## src/rtl/core/smdb_pkg.sv

```systemverilog
// ---------------------------------------------------------------------------
// smdb_pkg: shared types and constants of the masked dither blitter
// Screen geometry, configuration image, queue entry layout and dither lookup.
// ---------------------------------------------------------------------------
package smdb_pkg;

    localparam int LINE_WORDS    = 40;
    localparam int VISIBLE_WORDS = 20;
    localparam int ADDR_W        = 21;
    localparam int WORD_W        = 16;
    localparam int QUEUE_DEPTH   = 2;
    localparam int QPTR_W        = $clog2(QUEUE_DEPTH);
    localparam int QCNT_W        = $clog2(QUEUE_DEPTH + 1);

    // Line step and the correction for a row that wraps from -1024 to 1023.
    localparam logic [ADDR_W-1:0] LINE_STEP    = ADDR_W'(LINE_WORDS);
    localparam logic [ADDR_W-1:0] ROW_WRAP_ADJ = ADDR_W'((2048 * LINE_WORDS) % (2 ** ADDR_W));

    typedef enum logic [2:0] {
        CFG_ORIGIN_X    = 3'd0,
        CFG_BOTTOM_ROW  = 3'd1,
        CFG_WIDTH_WORDS = 3'd2,
        CFG_HALF_HEIGHT = 3'd3,
        CFG_DITHER_LOW  = 3'd4,
        CFG_DITHER_HIGH = 3'd5,
        CFG_SCREEN_BASE = 3'd6
    } cfg_index_t;

    // Write slot of one queued word: main pair, then flush pair.
    typedef enum logic [1:0] {
        PH_MAIN_LO  = 2'd0,
        PH_MAIN_HI  = 2'd1,
        PH_FLUSH_LO = 2'd2,
        PH_FLUSH_HI = 2'd3
    } phase_t;

    typedef struct packed {
        logic [10:0]       origin_x;
        logic [9:0]        bottom_row;
        logic [5:0]        width_words;
        logic [8:0]        half_height;
        logic [63:0]       dither_low;
        logic [15:0]       dither_high;
        logic [ADDR_W-1:0] screen_base;
    } cfg_t;

    typedef struct packed {
        logic [ADDR_W-1:0] line_off;   // sign-extended row times LINE_WORDS
        logic              row_wrap;   // row is -1024, line above wraps to 1023
        logic [1:0]        sel;        // row & 3
        logic [6:0]        col_main;
        logic [6:0]        col_flush;
        logic [WORD_W-1:0] mask_main;
        logic [WORD_W-1:0] mask_flush;
        logic              main_vis;
        logic              flush_vis;  // row ends and flush column is visible
        logic              shape_end;
    } job_t;

    function automatic logic [WORD_W-1:0] dither_pick(
        input logic [63:0]       lo,
        input logic [15:0]       hi,
        input logic [2:0]        k
    );
        logic [WORD_W-1:0] r;
        case (k)
            3'd0:    r = lo[15:0];
            3'd1:    r = lo[31:16];
            3'd2:    r = lo[47:32];
            3'd3:    r = lo[63:48];
            default: r = hi;
        endcase
        return r;
    endfunction

endpackage

```

## src/rtl/core/smdb_channels.sv

```systemverilog
// ---------------------------------------------------------------------------
// smdb channels: valid/ready interfaces of the blitter
// Mask word input channel and masked screen write output channel.
// ---------------------------------------------------------------------------
interface smdb_mask_if;
    logic                      valid;
    logic                      ready;
    logic [smdb_pkg::WORD_W-1:0] mask_word;

    modport source (output valid, output mask_word, input ready);
    modport sink   (input valid, input mask_word, output ready);
endinterface

interface smdb_write_if;
    logic                        valid;
    logic                        ready;
    logic [smdb_pkg::ADDR_W-1:0] word_address;
    logic [smdb_pkg::WORD_W-1:0] pixel_data;
    logic [smdb_pkg::WORD_W-1:0] write_mask;
    logic                        run_last;
    logic                        shape_done;

    modport source (output valid, output word_address, output pixel_data,
                    output write_mask, output run_last, output shape_done,
                    input ready);
    modport sink   (input valid, input word_address, input pixel_data,
                    input write_mask, input run_last, input shape_done,
                    output ready);
endinterface

```

## src/rtl/core/smdb_front.sv

```systemverilog
// ---------------------------------------------------------------------------
// smdb_front: mask word intake and classification
// Tracks row/column position, funnel-shifts each word and queues its writes.
// ---------------------------------------------------------------------------
module smdb_front (
    input  logic               clk,
    input  logic               rst_n,
    input  smdb_pkg::cfg_t     cfg,
    smdb_mask_if.sink          mask_ch,
    input  logic               q_full,
    output logic               push,
    output smdb_pkg::job_t     push_job
);

    logic [15:0] leftover_reg, leftover_next;
    logic [5:0]  column_reg, column_next;
    logic [8:0]  row_count_reg, row_count_next;
    logic [10:0] cur_row_reg, cur_row_next;

    logic [5:0]  w;
    logic [8:0]  h;
    logic [3:0]  p;
    logic [6:0]  xw;
    logic [10:0] row;
    logic [15:0] lo;
    logic [31:0] funnel;
    logic [8:0]  col_s;
    logic        row_end;
    logic        shape_end;

    assign mask_ch.ready = !q_full;
    assign push          = mask_ch.valid && !q_full;

    always_comb
    begin
        w      = (cfg.width_words == 6'd0) ? 6'd1 : cfg.width_words;
        h      = (cfg.half_height == 9'd0) ? 9'd1 : cfg.half_height;
        p      = cfg.origin_x[3:0];
        xw     = cfg.origin_x[10:4];
        row    = (column_reg == 6'd0 && row_count_reg == 9'd0)
                 ? {1'b0, cfg.bottom_row} : cur_row_reg;
        lo     = (column_reg == 6'd0) ? 16'd0 : leftover_reg;
        funnel = {mask_ch.mask_word, lo} >> p;
        col_s  = {{2{xw[6]}}, xw} + {3'b000, w} - {3'b000, column_reg};

        row_end   = ({1'b0, column_reg} + 7'd1) >= {1'b0, w};
        shape_end = row_end && (({1'b0, row_count_reg} + 10'd1) >= {1'b0, h});

        push_job.line_off   = smdb_pkg::ADDR_W'({{10{row[10]}}, row} * smdb_pkg::LINE_STEP);
        push_job.row_wrap   = (row == 11'h400);
        push_job.sel        = row[1:0];
        push_job.col_main   = col_s[6:0];
        push_job.col_flush  = xw;
        push_job.mask_main  = funnel[15:0];
        push_job.mask_flush = mask_ch.mask_word >> p;
        push_job.main_vis   = !col_s[8]
                              && ({1'b0, col_s} < 10'(smdb_pkg::VISIBLE_WORDS));
        push_job.flush_vis  = row_end && !xw[6]
                              && ({3'b000, xw} < 10'(smdb_pkg::VISIBLE_WORDS));
        push_job.shape_end  = shape_end;

        leftover_next  = leftover_reg;
        column_next    = column_reg;
        row_count_next = row_count_reg;
        cur_row_next   = cur_row_reg;
        if (push)
        begin
            if (row_end)
            begin
                leftover_next  = 16'd0;
                column_next    = 6'd0;
                cur_row_next   = row - 11'd2;
                row_count_next = shape_end ? 9'd0 : row_count_reg + 9'd1;
            end
            else
            begin
                leftover_next = mask_ch.mask_word;
                column_next   = column_reg + 6'd1;
                cur_row_next  = row;
            end
        end
    end

    always_ff @(posedge clk or negedge rst_n)
    begin
        if (!rst_n)
        begin
            leftover_reg  <= '0;
            column_reg    <= '0;
            row_count_reg <= '0;
            cur_row_reg   <= '0;
        end
        else
        begin
            leftover_reg  <= leftover_next;
            column_reg    <= column_next;
            row_count_reg <= row_count_next;
            cur_row_reg   <= cur_row_next;
        end
    end

endmodule

```

## src/rtl/core/smdb_queue.sv

```systemverilog
// ---------------------------------------------------------------------------
// smdb_queue: short job queue between front and back
// Register FIFO; head entry is read in place by the back end.
// ---------------------------------------------------------------------------
module smdb_queue (
    input  logic             clk,
    input  logic             rst_n,
    input  logic             push,
    input  smdb_pkg::job_t   push_job,
    input  logic             pop,
    output logic             full,
    output logic             empty,
    output smdb_pkg::job_t   head
);

    smdb_pkg::job_t                  entry_reg [smdb_pkg::QUEUE_DEPTH];
    logic [smdb_pkg::QPTR_W-1:0]     wr_ptr_reg, wr_ptr_next;
    logic [smdb_pkg::QPTR_W-1:0]     rd_ptr_reg, rd_ptr_next;
    logic [smdb_pkg::QCNT_W-1:0]     count_reg, count_next;

    assign full  = (count_reg == smdb_pkg::QCNT_W'(smdb_pkg::QUEUE_DEPTH));
    assign empty = (count_reg == '0);
    assign head  = entry_reg[rd_ptr_reg];

    function automatic logic [smdb_pkg::QPTR_W-1:0] ptr_inc(
        input logic [smdb_pkg::QPTR_W-1:0] ptr
    );
        logic [smdb_pkg::QPTR_W-1:0] r;
        if (ptr == smdb_pkg::QPTR_W'(smdb_pkg::QUEUE_DEPTH - 1))
            r = '0;
        else
            r = ptr + 1'b1;
        return r;
    endfunction

    always_comb
    begin
        wr_ptr_next = push ? ptr_inc(wr_ptr_reg) : wr_ptr_reg;
        rd_ptr_next = pop  ? ptr_inc(rd_ptr_reg) : rd_ptr_reg;
        count_next  = count_reg;
        if (push && !pop)
            count_next = count_reg + 1'b1;
        else if (pop && !push)
            count_next = count_reg - 1'b1;
    end

    always_ff @(posedge clk)
    begin
        if (push)
            entry_reg[wr_ptr_reg] <= push_job;
    end

    always_ff @(posedge clk or negedge rst_n)
    begin
        if (!rst_n)
        begin
            wr_ptr_reg <= '0;
            rd_ptr_reg <= '0;
            count_reg  <= '0;
        end
        else
        begin
            wr_ptr_reg <= wr_ptr_next;
            rd_ptr_reg <= rd_ptr_next;
            count_reg  <= count_next;
        end
    end

`ifndef SYNTHESIS
    a_no_overflow: assert property (@(posedge clk) disable iff (!rst_n)
        full && !pop |-> !push)
        else $error("queue written while full");

    a_no_underflow: assert property (@(posedge clk) disable iff (!rst_n)
        pop |-> !empty)
        else $error("queue popped while empty");
`endif

endmodule

```

## src/rtl/core/smdb_back.sv

```systemverilog
// ---------------------------------------------------------------------------
// smdb_back: write sequencer
// Expands each queued word into up to four screen writes, one per cycle while the write port is ready.
// ---------------------------------------------------------------------------
module smdb_back (
    input  logic             clk,
    input  logic             rst_n,
    input  smdb_pkg::cfg_t   cfg,
    input  logic             empty,
    input  smdb_pkg::job_t   head,
    output logic             pop,
    smdb_write_if.source     write_ch
);

    smdb_pkg::phase_t              phase_reg, phase_next, ph;

    logic                          out_valid_reg, out_valid_next;
    logic [smdb_pkg::ADDR_W-1:0]   addr_reg;
    logic [smdb_pkg::WORD_W-1:0]   data_reg;
    logic [smdb_pkg::WORD_W-1:0]   mask_reg;
    logic                          last_reg;
    logic                          done_reg;

    logic                          upper;
    logic                          flush;
    logic                          active;
    logic                          is_last;
    logic                          slot_free;
    logic                          load;
    logic [6:0]                    col;
    logic [smdb_pkg::ADDR_W-1:0]   line;
    logic [2:0]                    dk;

    assign write_ch.valid        = out_valid_reg;
    assign write_ch.word_address = addr_reg;
    assign write_ch.pixel_data   = data_reg;
    assign write_ch.write_mask   = mask_reg;
    assign write_ch.run_last     = last_reg;
    assign write_ch.shape_done   = done_reg;

    always_comb
    begin
        // skip the main pair when its column is clipped
        ph = (phase_reg == smdb_pkg::PH_MAIN_LO && !head.main_vis)
             ? smdb_pkg::PH_FLUSH_LO : phase_reg;

        upper  = (ph == smdb_pkg::PH_MAIN_HI) || (ph == smdb_pkg::PH_FLUSH_HI);
        flush  = (ph == smdb_pkg::PH_FLUSH_LO) || (ph == smdb_pkg::PH_FLUSH_HI);
        active = flush ? head.flush_vis : 1'b1;
        is_last = (ph == smdb_pkg::PH_FLUSH_HI)
                  || (ph == smdb_pkg::PH_MAIN_HI && !head.flush_vis);

        slot_free = !out_valid_reg || write_ch.ready;
        load      = !empty && active && slot_free;
        pop       = !empty && (!active || (load && is_last));

        if (pop)
            phase_next = smdb_pkg::PH_MAIN_LO;
        else if (load)
            phase_next = smdb_pkg::phase_t'(ph + 2'd1);
        else
            phase_next = phase_reg;

        out_valid_next = load ? 1'b1 : (write_ch.ready ? 1'b0 : out_valid_reg);

        col  = flush ? head.col_flush : head.col_main;
        line = head.line_off;
        if (upper)
            line = head.line_off - smdb_pkg::LINE_STEP
                   + (head.row_wrap ? smdb_pkg::ROW_WRAP_ADJ : '0);
        dk = upper ? {1'b0, head.sel} : ({1'b0, head.sel} + 3'd1);
    end

    always_ff @(posedge clk)
    begin
        if (load)
        begin
            addr_reg <= cfg.screen_base + line + {{(smdb_pkg::ADDR_W-7){1'b0}}, col};
            data_reg <= smdb_pkg::dither_pick(cfg.dither_low, cfg.dither_high, dk);
            mask_reg <= flush ? head.mask_flush : head.mask_main;
            last_reg <= is_last;
            done_reg <= is_last && head.shape_end;
        end
    end

    always_ff @(posedge clk or negedge rst_n)
    begin
        if (!rst_n)
        begin
            phase_reg     <= smdb_pkg::PH_MAIN_LO;
            out_valid_reg <= 1'b0;
        end
        else
        begin
            phase_reg     <= phase_next;
            out_valid_reg <= out_valid_next;
        end
    end

`ifndef SYNTHESIS
    a_phase_has_job: assert property (@(posedge clk) disable iff (!rst_n)
        (phase_reg != smdb_pkg::PH_MAIN_LO) |-> !empty)
        else $error("write slot advanced with no job at queue head");

    a_done_is_last: assert property (@(posedge clk) disable iff (!rst_n)
        write_ch.valid && write_ch.shape_done |-> write_ch.run_last)
        else $error("shape done flagged on a write that is not the word's last");
`endif

endmodule

```

## src/rtl/core/shifted_mask_dither_blitter_unit.sv

```systemverilog
// ---------------------------------------------------------------------------
// shifted_mask_dither_blitter_unit: masked blit with barrel shift and dither
// Top level: configuration registers, front end, job queue and write sequencer.
// ---------------------------------------------------------------------------
// Feed shape mask words right to left, bottom row up, width_words per row.
// Each word is funnel-shifted by origin_x mod 16 and becomes a masked write
// pair (shape line, then line above) with dither data; a row's last word
// adds a flush pair one column left. Pairs outside the visible columns are
// dropped. Rate: the front accepts one beat per cycle while the two-entry
// job queue has room; the write port, one write beat per cycle while ready,
// sets the pace: a word makes two writes, four when a visible flush pair
// follows its own pair, none when fully clipped.
// The write channel has an output register, so a stalled write does not
// stop intake until the queue fills. Write configuration only while idle.
// ---------------------------------------------------------------------------
module shifted_mask_dither_blitter_unit (
    input  logic          clk,
    input  logic          rst_n,
    smdb_mask_if.sink     mask_ch,
    smdb_write_if.source  write_ch,
    input  logic          cfg_we,
    input  logic [2:0]    cfg_index,
    input  logic [63:0]   cfg_data
);

    smdb_pkg::cfg_t  cfg_reg, cfg_next;
    smdb_pkg::job_t  push_job;
    smdb_pkg::job_t  head;
    logic            push;
    logic            pop;
    logic            q_full;
    logic            q_empty;

    // Register file: decode the index and keep only each register's width.
    always_comb
    begin
        cfg_next = cfg_reg;
        if (cfg_we)
        begin
            case (cfg_index)
                smdb_pkg::CFG_ORIGIN_X:    cfg_next.origin_x    = cfg_data[10:0];
                smdb_pkg::CFG_BOTTOM_ROW:  cfg_next.bottom_row  = cfg_data[9:0];
                smdb_pkg::CFG_WIDTH_WORDS: cfg_next.width_words = cfg_data[5:0];
                smdb_pkg::CFG_HALF_HEIGHT: cfg_next.half_height = cfg_data[8:0];
                smdb_pkg::CFG_DITHER_LOW:  cfg_next.dither_low  = cfg_data;
                smdb_pkg::CFG_DITHER_HIGH: cfg_next.dither_high = cfg_data[15:0];
                smdb_pkg::CFG_SCREEN_BASE: cfg_next.screen_base = cfg_data[20:0];
                default:                   cfg_next = cfg_reg;
            endcase
        end
    end

    // Reset to a one-word, one-row shape; everything else clears.
    always_ff @(posedge clk or negedge rst_n)
    begin
        if (!rst_n)
        begin
            cfg_reg <= '{origin_x:    11'd0,
                         bottom_row:  10'd0,
                         width_words: 6'd1,
                         half_height: 9'd1,
                         dither_low:  64'd0,
                         dither_high: 16'd0,
                         screen_base: 21'd0};
        end
        else
        begin
            cfg_reg <= cfg_next;
        end
    end

    // Front: track position, shift the word, classify its write pairs.
    smdb_front u_front (
        .clk      (clk),
        .rst_n    (rst_n),
        .cfg      (cfg_reg),
        .mask_ch  (mask_ch),
        .q_full   (q_full),
        .push     (push),
        .push_job (push_job)
    );

    // Queue: decouple intake from write-port stalls.
    smdb_queue u_queue (
        .clk      (clk),
        .rst_n    (rst_n),
        .push     (push),
        .push_job (push_job),
        .pop      (pop),
        .full     (q_full),
        .empty    (q_empty),
        .head     (head)
    );

    // Back: issue write beats, one per cycle while the write port is ready, through the output register.
    smdb_back u_back (
        .clk      (clk),
        .rst_n    (rst_n),
        .cfg      (cfg_reg),
        .empty    (q_empty),
        .head     (head),
        .pop      (pop),
        .write_ch (write_ch)
    );

endmodule

```

## src/flat_wrapper.sv

```systemverilog
// flat-port wrapper written by rule: the top's interface ports become plain ports
module shifted_mask_dither_blitter_unit_flat 
  (clk, rst_n, cfg_we, cfg_index, cfg_data, mask_ch_valid, mask_ch_mask_word, mask_ch_ready, write_ch_valid, write_ch_word_address, write_ch_pixel_data, write_ch_write_mask, write_ch_run_last, write_ch_shape_done, write_ch_ready);
  smdb_mask_if mask_ch_i ();
  smdb_write_if write_ch_i ();
  input  logic clk;
  input  logic rst_n;
  input  logic cfg_we;
  input  logic [2:0] cfg_index;
  input  logic [63:0] cfg_data;
  input wire logic [$bits(mask_ch_i.valid)-1:0] mask_ch_valid;
  input wire logic [$bits(mask_ch_i.mask_word)-1:0] mask_ch_mask_word;
  output wire logic [$bits(mask_ch_i.ready)-1:0] mask_ch_ready;
  output wire logic [$bits(write_ch_i.valid)-1:0] write_ch_valid;
  output wire logic [$bits(write_ch_i.word_address)-1:0] write_ch_word_address;
  output wire logic [$bits(write_ch_i.pixel_data)-1:0] write_ch_pixel_data;
  output wire logic [$bits(write_ch_i.write_mask)-1:0] write_ch_write_mask;
  output wire logic [$bits(write_ch_i.run_last)-1:0] write_ch_run_last;
  output wire logic [$bits(write_ch_i.shape_done)-1:0] write_ch_shape_done;
  input wire logic [$bits(write_ch_i.ready)-1:0] write_ch_ready;
  assign mask_ch_i.valid = mask_ch_valid;
  assign mask_ch_i.mask_word = mask_ch_mask_word;
  assign mask_ch_ready = mask_ch_i.ready;
  assign write_ch_valid = write_ch_i.valid;
  assign write_ch_word_address = write_ch_i.word_address;
  assign write_ch_pixel_data = write_ch_i.pixel_data;
  assign write_ch_write_mask = write_ch_i.write_mask;
  assign write_ch_run_last = write_ch_i.run_last;
  assign write_ch_shape_done = write_ch_i.shape_done;
  assign write_ch_i.ready = write_ch_ready;
  shifted_mask_dither_blitter_unit u_core (.clk(clk), .rst_n(rst_n), .mask_ch(mask_ch_i), .write_ch(write_ch_i), .cfg_we(cfg_we), .cfg_index(cfg_index), .cfg_data(cfg_data));
endmodule
```

## config.mk

```make
export PLATFORM = sky130hd
export DESIGN_NAME = shifted_mask_dither_blitter_unit_flat
export DESIGN_NICKNAME = d
export VERILOG_FILES = /design/src/rtl/core/smdb_pkg.sv /design/src/rtl/core/smdb_channels.sv /design/src/rtl/core/smdb_front.sv /design/src/rtl/core/smdb_queue.sv /design/src/rtl/core/smdb_back.sv /design/src/rtl/core/shifted_mask_dither_blitter_unit.sv /design/src/flat_wrapper.sv
export SDC_FILE = /design/constraint.sdc
export NUM_CORES = 1
export LEC_CHECK = 0
export ABC_AREA = 1
export ABC_CLOCK_PERIOD_IN_PS = 4800
export BUFFER_PORTS_ARGS = -buffer_cell sky130_fd_sc_hd__buf_2
export CELL_PAD_IN_SITES_DETAIL_PLACEMENT = 0
export CELL_PAD_IN_SITES_GLOBAL_PLACEMENT = 2
export CORE_UTILIZATION = 36
export CTS_BUF_LIST = sky130_fd_sc_hd__clkbuf_4
export DETAILED_ROUTE_END_ITERATION = 8
export GPL_TIMING_DRIVEN = 0
export PLACE_DENSITY = 0.79
export SYNTH_ARGS = -nofsm -noshare
export SYNTH_HDL_FRONTEND = slang
export SYNTH_SLANG_ARGS = --single-unit
```

## constraint.sdc

```tcl
create_clock -name clk -period 4.8 [get_ports clk]
set_input_delay 1.2 -clock clk [delete_from_list [all_inputs] [get_ports clk]]
set_output_delay 1.2 -clock clk [all_outputs]
set_load 0.01 [all_outputs]
```

== Yosys cells after proc, flatten, opt, wreduce, memory -nomap -nowiden ==
Memory sizes are Yosys's and may differ from the RTL's.
Index checks and enable logic that the tools add are counted.
Word-level totals
  flip-flop bits (word level): 241
  bits in writable memories: 140
  input port bits: 88
  output and inout bits: 57
  memories kept: 1
Operators by class
  $add $sub $neg: 17
  $mul: 1
  $lt $le $gt $ge: 4
  equality and inequality tests: 14
  shifts and indexed selects: 2
  muxes and demuxes: 26
  reduce and logical (&&, ||, !) cells: 49
Memory list
  u_core.u_queue.entry_reg: depth 2, width 70, rd ports 1, clocked after Yosys merged registers in 0, wr ports 1, RTL line smdb_queue.sv:16  | smdb_pkg::job_t entry_reg [smdb_pkg::QUEUE_DEPTH];
Operators by type and width (number)
  $pmux 16 s4: 1
  $mux 16: 3
  $shr 32x4->16: 1
  $mux 11: 2
  $add 21x17->21: 1
  $add 21x21->21: 1
  $add 21x7->21: 1
  $mul 21x3->18 const B: 1
  $mux 21: 1
  $sub 21x6->21 const B: 1
  $logic_not 9->1: 2
  $mux 9: 2
  $mux 17: 1
  $reduce_and 2->1: 8
  $shr 16x4->16: 1
  $logic_and 1x1->1: 15
  $eq 3x2->1 const B: 4
  $logic_not 6->1: 2
  $mux 6: 2
  $eq 11x11->1 const B: 1
  $sub 11x2->11 const B: 1
  $add 9x1->10 const B: 1
  $ge 10x9->1: 1
  $logic_not 1->1: 10
  other kinds (24): 49

== Longest topological paths before layout ==
Gate-level depths: netlist of the first run.
An unclocked memory read counts as a cell.
  word-level depth: 15
  gate-level depth with buffers: 30
  gate-level depth less buffers: 27

== Modules after synthesis ==
Synthesis of the first run repeated with hierarchy kept, for this count alone.
Second synthesis, totals
  cells, all modules: 2356
  area, all modules: 21710.8 um2
By module, submodules not included
  smdb_queue: times used 1, cells an instance 252, area an instance 5721.7 um2, sequential area each 4484.3 um2
  shifted_mask_dither_blitter_unit: times used 1, cells an instance 605, area an instance 5445.2 um2, sequential area each 3430.8 um2
  smdb_front: times used 1, cells an instance 868, area an instance 5342.6 um2, sequential area each 1051.0 um2
  smdb_back: times used 1, cells an instance 631, area an instance 5201.2 um2, sequential area each 1726.7 um2

== Worst setup path after synthesis of the first run ==
Ideal clock, no wire load.
  path type: input to register
  from: input port mask_ch_valid
  to: memory u_core.u_queue.entry_reg[0][0] in the netlist's numbering (enable)
  library setup time: 495 ps
  arrival: 4359 ps
  path slack: -54 ps
  stages: 3
  cell sequence: nand2_1 clkbuf_1 nor2_1
On the way
  word-level cells in the longest chain between the ends: 3
Ends and longest elaborated chain
  start, declared: RTL line flat_wrapper.sv:11  | input wire logic [$bits(mask_ch_i.valid)-1:0] mask_ch_valid;
  $logic_and 1x1->1: RTL line smdb_front.sv:32  | assign push = mask_ch.valid && !q_full;
  $mux 1: RTL line smdb_queue.sv:49  | if (push)
  $mux 1 (not written as such): RTL line smdb_queue.sv:50  | entry_reg[wr_ptr_reg] <= push_job;
  end, declared: RTL line smdb_queue.sv:16
No other way between the ends.

== Worst setup path in the final report of the first run ==
  from: register u_core.u_queue.rd_ptr_reg
  to: register u_core.u_back.addr_reg, in the netlist u_core.u_back.write_ch.word_address[20] (data pin)
On the way
  word-level cells in the longest chain between the ends: 9
  elaborated cells on any way between the ends: 16
  those cells by class: add/sub: 4; eq/ne: 3; mux: 4; reduce/logical: 4; memory: 1
Ends and longest elaborated chain
  start, declared: RTL line smdb_queue.sv:18  | logic [smdb_pkg::QPTR_W-1:0] rd_ptr_reg, rd_ptr_next;
  start signal, assigned: RTL line smdb_queue.sv:64  | rd_ptr_reg <= rd_ptr_next;
  $mem_v2 2x70 (*)
  branches (longest 7 deep; another with $sub 21x6->21)
  $add 21x7->21 (*): RTL line smdb_back.sv:78  | addr_reg <= cfg.screen_base + line + {{(smdb_pkg::ADDR_W-7){1'b0}}, col};
  end signal, assigned: RTL line smdb_back.sv:78
  end, declared: RTL line smdb_back.sv:18  | logic [smdb_pkg::ADDR_W-1:0] addr_reg;
Every way passes the cells marked *.
A chain may end at the register's enable or synchronous reset.

==> impl.org, run 1 <==
** Final layout
- After the flow finishes, the layout carries non-filler instances totaling 3257.
- The final layout contains 2636 nets.
- The post-route netlist has 19.7% of its cells at a drive strength greater than 1.
- Count of filler cells inserted in the layout :: 5563
- Multi-input gate area :: 8770 µm²
- Summing all flip-flop and latch instances after layout gives 10400 µm².
- The register with the most flip-flops in the layout has 137 of them.
- P&R area growth vs syn :: 16.5%

** Floorplan
- Once the floorplan was initialized, standard cells occupied 36.6% of the core.
- After floorplanning, the core was sized to cover 55400 µm².
- The die covers 57300 µm².
- Number of primary I/O pins :: 145
- In this run the core area contains 86 standard-cell rows.
- Die width :: 239 µm
- Measured along the y axis, the die boundary spans 239 µm.

** Global route
- The number of antenna violations at the first check in global routing came to 4.
- After global routing the overflow that remains totals 0.
- Wire length of the first global-routing pass :: 89100 µm
- For this run, the total global-route usage over all layers was measured as 20.4%.
- Entering global routing, the biggest net connects 120 pins.
- The via count of the first global-routing pass is 15900.

** Routing
- DR WL/cell :: 17.7 µm
- Routed wire length :: 57600 µm
- Met2 Wirelength :: 27300 µm
- In the routed design, unresolved DRC markers number 0.
- DR WL met3 :: 2460 µm
- Wire length on met1 :: 26800 µm
- In the routed layout, each cell is associated on average with a via count of 4.96.
- Count of TritonRoute iterations in the first routing pass :: 5
- Via count :: 16200
- The first routing iteration left 1044 violations.
- Uppermost layer routed :: met5
- In this run the remaining antenna-violating nets after routing total 0.

** Synthesis
- Counting flops with an async set or reset pin after synthesis yields a share of 49.3%.
- After synthesis, the netlist uses 54 different library cells.
- After synthesis, the largest area contributor takes up 28.3% of total cell area.
- Most frequently used flop master after synthesis :: edfxtp_1
- Warnings from Yosys :: 0
- After synthesis, the cell types taking the most area are edfxtp_1 28%, dfrtp_1 23%, nand2_1 8.9%.
- Synthesis produced a netlist with a net count of 2384.
- Cell with the most instances after synthesis :: nand2_1
- A synthesized cell averages 9.31 µm².
- The synthesized design contains 191 enable-type register cells.
- After synthesis, the most frequently instantiated cells are 481 x nand2_1, 269 x o21ai_0, 225 x inv_1.
- Sequential-to-total area share from yosys stat :: 51.2%
- In the synthesized netlist, the number of instances is 2181.
- Post-synthesis cell type with the largest combined area :: edfxtp_1
- Counting flops and latches in the post-synthesis netlist gives 377.
- Cell area after synthesis :: 20300 µm²

** Clock tree
- After clock tree synthesis, the clock-pin slew on the worst setup and hold paths is 0.07 ns.
- The clock tree synthesis step divided the H-tree into 3 levels.
- The clock passes through at most 3 buffers.
- TritonCTS built the clock tree.
- Buffers inserted during clock tree synthesis total 99.
- For this design, the sink count on the clock tree is 377.
- The later pin in the worst-skew pair is clocked with a latency of 0.87 ns.
- Cell chosen for the clock root :: clkbuf_4

** Placement
- Post-Place Worst Slack :: -1.51 ns
- Post-detail-place hpwl :: 43600 µm
- Port Buffer Count :: 144
- Inst Count DP :: 3079
- Routability-driven placement finished with a final weighted congestion of 0.879.

** STA
- Maximum clock skew at final layout :: 0.0689 ns
- In this run the tightest slew margin relative to its limit is 49.2%.
- The number of pins exceeding their max-slew limit in the final report is 0.
- Setup violations remaining at the end of the flow were counted as 0.
- Timing would allow up to 220 MHz.
- Fraction of the cycle the final worst path needs :: 94.5%
- For the pin with the worst max-slew slack, the measured transition is 0.754 ns.
- After layout, the minimum clock period comes to 4.54 ns.
- Setup slack on the critical path of the routed design comes to 0.263 ns.
- Final hold viol count :: 0

** Run
- Max-cap violations in this run came to 0.

** Critical path
- Along the worst path, the maximum fanout reaches 10.
- R2R depth :: 26
- The worst register-to-register path begins at u_core.u_queue.rd_ptr_reg.
- Worst setup path category :: reg2reg
- The worst setup path is launched from a flip-flop.
- For the worst setup path, the data required time is 5.39 ns.
- The endpoint identified for the worst register-to-register timing path is u_core.u_back.write_ch.word_address[20].
- The worst setup path is captured at a flip-flop.
- Internal reg-to-reg setup slack :: 0.26 ns
- Critical path arrival :: 5.13 ns

** Run status
- The run finished with clean final reports.

** Worst hold path
- Worst min-delay path category :: in2async
[timing repair]
item / in CTS / in global routing
gates cloned: 0 / 0
buffers inserted: 1 / 0
setup endpoints to repair: 9 / 6
hold endpoints to repair: 0 / 0
pin swaps: 1 / 4
hold buffers: 0 / 0
gates resized for setup: 36 / 38
[cell type report]
type	instances	area share [%]
buffer	93	2.02
clock buffer	140	4.44
sequential	377	43.9
clock inverter	36	0.894
multi-input combinational	1462	37.1
antenna	1	0.0106
inverter	249	3.97
timing repair buffer	151	3.66
tap	748	3.96
[layer usage]
layer	track usage (%)	up-vias
met5	0	-
met2	33.3	342
met4	6.64	2
met1	27.5	7815
met3	3.60	71
li1	-	7930
[critical path: stages, from the launching register on]
cell and delay (ns):
dfrtp_1 0.34, buf_6 0.15, buf_8 0.14, buf_8 0.15, buf_12 0.15, mux2i_4 0.31
buf_4 0.16, ha_1 0.22, inv_1 0.09, ha_4 0.22, nand2_1 0.06, nand2_1 0.08
a21oi_2 0.14, nor2_1 0.06, a211oi_2 0.25, nand3b_1 0.11, nand3_1 0.08, o21ai_0 0.13
ha_1 0.38, ha_4 0.30, nand2_1 0.08, nor2_4 0.14, nand2_1 0.09, o311ai_4 0.29
inv_1 0.06, nand2_1 0.06, nand2_1 0.04
[per-stage QoR]
| step | TNS (ns) | hold slack (ns) | area [µm²] | util (%) |
|---|---|---|---|---|
| finish | 0 | 0.291 | 23700 | 42.7 |
| detailed placement | -5.78 | 0.466 | 22100 | 39.9 |
| floorplan | 0 | 0.444 | 20300 | - |
| global placement | -291.78 | 0.461 | 22000 | 39.6 |
| global route | -0.00828 | 0.276 | 23700 | 42.7 |
| CTS | 0 | 0.237 | 23500 | 42.4 |
[worst max-delay path by stage]
stage                                    startpoint                                       to  slack [ns]  cells past startpoint
after floorplan                       mask_ch_valid           u_core.u_queue.entry_reg[1][0]        0.12                      2
after global placement                mask_ch_valid          u_core.u_queue.entry_reg[1][62]       -1.79                      3
after detailed placement  u_core.u_queue.rd_ptr_reg  u_core.u_back.write_ch.word_address[20]       -1.51                     24
after CTS                 u_core.u_queue.rd_ptr_reg  u_core.u_back.write_ch.word_address[18]       0.005                     25
after global routing      u_core.u_queue.rd_ptr_reg  u_core.u_back.write_ch.word_address[20]      -0.008                     26
final                     u_core.u_queue.rd_ptr_reg  u_core.u_back.write_ch.word_address[20]        0.26                     26
[kinds of logic after synthesis]
| family | Yosys count | synth area share (%) |
|---|---|---|
| multiplexers | 65 | 3.40 |
| AND/OR/NAND/NOR | 796 | 16.9 |
| buffers and inverters | 342 | 6.61 |
| XOR/XNOR | 56 | 2.51 |
| adder cells (fa/ha/maj) | 115 | 7.57 |
| AO/OA/AOI/OAI | 430 | 11.8 |
| flip-flops | 377 | 51.2 |
[cell usage in the layout, fill, tap and decap left out, types with 8 or more instances in the layout]
| master | n |
|---|---|
| o211ai_1 | 23 |
| buf_2 | 157 |
| o22ai_1 | 15 |
| clkbuf_4 | 141 |
| fa_1 | 13 |
| nor3_1 | 9 |
| edfxtp_1 | 191 |
| dfrtp_1 | 184 |
| buf_1 | 9 |
| or2_2 | 31 |
| o21ai_2 | 16 |
| mux2i_1 | 32 |
| ha_1 | 96 |
| nand3_1 | 123 |
| nor2_1 | 82 |
| o21ai_0 | 260 |
| a21oi_1 | 67 |
| o22ai_2 | 10 |
| xnor2_1 | 17 |
| o21ai_1 | 8 |
| clkinv_1 | 25 |
| xor2_1 | 38 |
| nand4_1 | 33 |
| inv_2 | 22 |
| inv_1 | 224 |
| clkbuf_1 | 57 |
| mux2_2 | 32 |
| nand2_1 | 478 |
| nand2_2 | 11 |
Power of run 1 is left out: the tool's default activity adds up to more than one toggle a clock period on the data nets, which glitch-free logic cannot reach.
==> run 2, diff against run 1 <==
Settings changed: ABC_AREA 1 to not set, CORE_UTILIZATION 36 to 39, PLACE_DENSITY 0.79 to 0.78.
==> impl.org, run 2 <==
** Synthesis
- Cell with the most instances after synthesis :: edfxtp_1
- The flip-flop and latch count after synthesis was 377 (unchanged).
- Async set-reset flop share out of synthesis :: 49.3% (unchanged)
- Mean Syn Cell Area :: 12.3 µm² (+32%)
- The mapped cell area is 19800 µm² (-2.5%).
- Sequential-to-total area share from yosys stat :: 52.5% (+1.3 points)
- The number of distinct library cell variants in the gate-level netlist after synthesis was 80 (+48%).
- Among all flip-flop cells after synthesis, the most frequent one is edfxtp_1.
- Commonest cells post-synth :: 191 x edfxtp_1, 184 x dfrtp_1, 150 x mux2_2
- Post-synthesis cell type with the largest combined area :: edfxtp_1
- The portion of synthesized cell area occupied by the leading cell type came to 29.0% (+0.71 points).
- Biggest area contributors in the synthesized netlist :: edfxtp_1 29%, dfrtp_1 23%, mux2_2 8.5%
- The number of enable flip-flop cells after synthesis came to 191 (unchanged).
- Instance count of the mapped netlist :: 1615 (-26%)
- Post-synth net total :: 1818 (-24%)
- The yosys synthesis warning count came to 0 (unchanged).

** Global route
- The wire length of the first global-routing pass is 77100 µm (-13%).
- Number of global-route vias before repair :: 13600 (-14%)
- The number of antenna violations at the first check in global routing is 3 (-1).
- The pin count of the biggest net entering global routing was 111 (-7.5%).
- GR Overflow Total :: 0 (unchanged)
- The total routing resource utilization after global routing came to 19.9% (-0.55 points).

** Placement
- Global placement routability congestion :: 0.854 (-2.8%)
- Post-detail-place hpwl :: 37400 µm (-14%)
- Port Buffer Count :: 142 (-1.4%)

** Routing
- The via density per instance came to 5.20 (+4.7%).
- The routed wire length was 50700 µm (-12%).
- DRT antenna net count :: 0 (unchanged)
- The detailed router's first-iteration violation count is 861 (-18%).
- Detailed-route DRC error count :: 0 (unchanged)
- Via count :: 13600 (-16%)
- The average wire length per cell after detail routing was 19.3 µm (+9.2%).
- The number of detailed-routing iterations run before antenna repair is 5 (unchanged).

** Critical path
- Worst Path Required :: 5.36 ns (-0.03 ns)
- The maximum net fanout on the critical path was 10 (unchanged).
- STA classifies the critical path startpoint as a flip-flop.
- Category of the worst setup path capture point :: flip-flop
- Internal reg-to-reg setup slack :: 0.20 ns (-0.06 ns)
- R2R depth :: 19 (-27%)
- The setup path with the least slack is of type reg2reg.
- In this run the critical register-to-register path is launched from u_core.u_queue.rd_ptr_reg.
- The worst register-to-register path ends at u_core.u_back.write_ch.word_address[20].
- The critical path data arrival time was 5.15 ns (+0.02 ns).

** Power and ir drop
- Worst vdd rail ir drop :: 0.315 mV
- Dividing total power by cell area gives a power density of 832 nW/µm².
- Static leakage power :: 0.00990 µW

** Clock tree
- The number of buffers between clock root and the deepest sink came to 3 (unchanged).
- The tree is rooted in a clkbuf_4.
- The maximum level of the CTS H-tree came to 3 (unchanged).
- The clock sink count was 377 (unchanged).
- TritonCTS built the clock tree.
- Clock slew at reported path FFs :: 0.07 ns (about the same)
- Post-CTS setup buffer count :: 0 (-1)
- The number of clock buffers inserted by TritonCTS is 102 (+3.0%).
- The clock latency at the later pin of the worst-skew pair is 0.86 ns (about the same).
- Number of hold buffers added after cts :: 0 (unchanged)

** Final layout
- Max reg flops :: 137 (unchanged)
- The library cell used most frequently in the layout, excluding fill and tap cells, is edfxtp_1.
- Leaving out fill and tap cells, the most frequent cells in the layout are 191 x edfxtp_1, 184 x dfrtp_1, 156 x clkbuf_4.
- Net count of the finished layout :: 2069 (-22%)
- P&R area growth vs syn :: 16.8%
- The share of post-route cells with drive strength above 1 was 29.1% (+9.5 points).

** Floorplan
- The effective utilization at floorplan was 39.5% (+2.8 points).
- The number of placed I/O pins was 145 (unchanged).
- The vertical extent of the die is 227 µm (-5.1%).
- The core area was 50200 µm² (-9.5%).
- Die width :: 227 µm (-5.1%)
- Number of core rows :: 82 (-4.7%)
- Die area :: 51700 µm² (-9.9%)

** STA
- The number of pins exceeding their max-slew limit in the final report was 0 (unchanged).
- Post-route minimum period :: 4.60 ns (+0.0582 ns)
- Final hold viol count :: 0 (unchanged)
- Max Clock Freq :: 218 MHz (-1.3%)
- The worst hold slack is 0.372 ns (+0.0811 ns).
- The accumulated negative setup slack was 0 ns (unchanged).
- The relative slew slack came to 33.7% (-15 points).
- The ratio of final minimum period to clock period is 95.7% (+1.2 points).
- Number of endpoints failing setup at the final stage :: 0 (unchanged)
- Setup repair after global routing could not meet its margin everywhere.
- The slew at the pin closest to its max-slew limit is 0.989 ns (+0.235 ns).
- The setup skew after layout is 0.0941 ns (+0.0252 ns).

** Worst hold path
- Worst min-delay path category :: in2async

** Run status
- Run status :: completed

** Run
- The number of violations of the max-capacitance limit was 0 (unchanged).
[run 2: critical path, stage by stage (launching register included)]
cell       delay, ns
dfrtp_1         0.38
buf_12          0.17
buf_12          0.15
buf_12          0.16
mux2i_4         0.30
inv_1           0.07
ha_1            0.33
a211o_1         0.35
nor2_1          0.12
a211o_1         0.16
nand2_1         0.06
a21o_1          0.21
a2111oi_1       0.40
a211oi_1        0.12
ha_1            0.30
ha_1            0.34
and3_1          0.23
a31o_2          0.26
a21oi_2         0.14
xnor2_1         0.07
[run 2: final cells by class]
cell class | instances | area (µm²)
multi-input cells | 1073 | 8970
inverters | 91 | 342
well taps | 672 | 841
flip-flops and latches | 377 | 10400
clock inverters | 34 | 210
plain buffers | 73 | 354
repair buffers | 148 | 848
diodes | 1 | 2.50
fillers | 4685 | 27000
clock buffers | 156 | 1170
[run 2: report_power, final]
group | leakage [µW] | total (µW) | internal (µW) | switching (µW)
clock | 0.000820 | 2960 | 1600 | 1360
sequential | 0.00408 | 5710 | 5200 | 514
combinational | 0.00501 | 10600 | 4500 | 6080
total | 0.00990 | 19300 | 11300 | 7950
[run 2: cell families after synthesis]
family / synth area share (%)
buffers and inverters: 3.30
and+or+nand+nor: 8.99
AOI/OAI and AO/OA: 9.40
DFF: 52.5
xor gates and xnor gates: 3.00
muxes: 15.1
adders and majority gates: 7.76
[run 2: repair_timing]
action                     CTS  global route
gates resized for setup     15            41
setup endpoints to repair   12             9
pin swaps                    1            10
[run 2: worst max-delay path by stage]
stage,from,slack [ns],end,cells past startpoint
floorplan,u_core.u_queue.rd_ptr_reg,0.14,u_core.u_back.write_ch.word_address[20],20
detailed placement,u_core.u_queue.rd_ptr_reg,-0.84,u_core.u_back.write_ch.word_address[20],20
global route,u_core.u_queue.rd_ptr_reg,-0.02,u_core.u_back.write_ch.word_address[20],19
CTS,u_core.u_queue.rd_ptr_reg,0.005,u_core.u_back.write_ch.word_address[20],22
finish,u_core.u_queue.rd_ptr_reg,0.20,u_core.u_back.write_ch.word_address[20],19
global placement,rst_n,-0.78,u_core.u_front.leftover_reg[14],1
[run 2: metal layers]
metal,global-route usage (%),vias to the layer above,routed length [µm]
li1,-,6535,-
met1,27.8,6689,24000
met2,31.2,349,23200
met3,3.55,64,2650
met4,6.67,2,868
met5,0,-,8
[run 2: through the flow]
| stage | utilization, % | area (µm²) | power (µW) | instances | setup slack, ns |
|---|---|---|---|---|---|
| after CTS | 45.7 | 22900 | 19100 | 2625 | 0.00481 |
| after floorplan | - | 19800 | 13200 | 1615 | 0.141 |
| after global routing | 46.1 | 23100 | 20800 | 2625 | -0.0187 |
| after global placement | 42.6 | 21400 | 15700 | 2429 | -0.775 |
| after detailed placement | 42.9 | 21500 | 15900 | 2435 | -0.843 |
| final | 46.1 | 23100 | 19300 | 2625 | 0.205 |
Note: power is estimated with default switching activity, not from simulation.
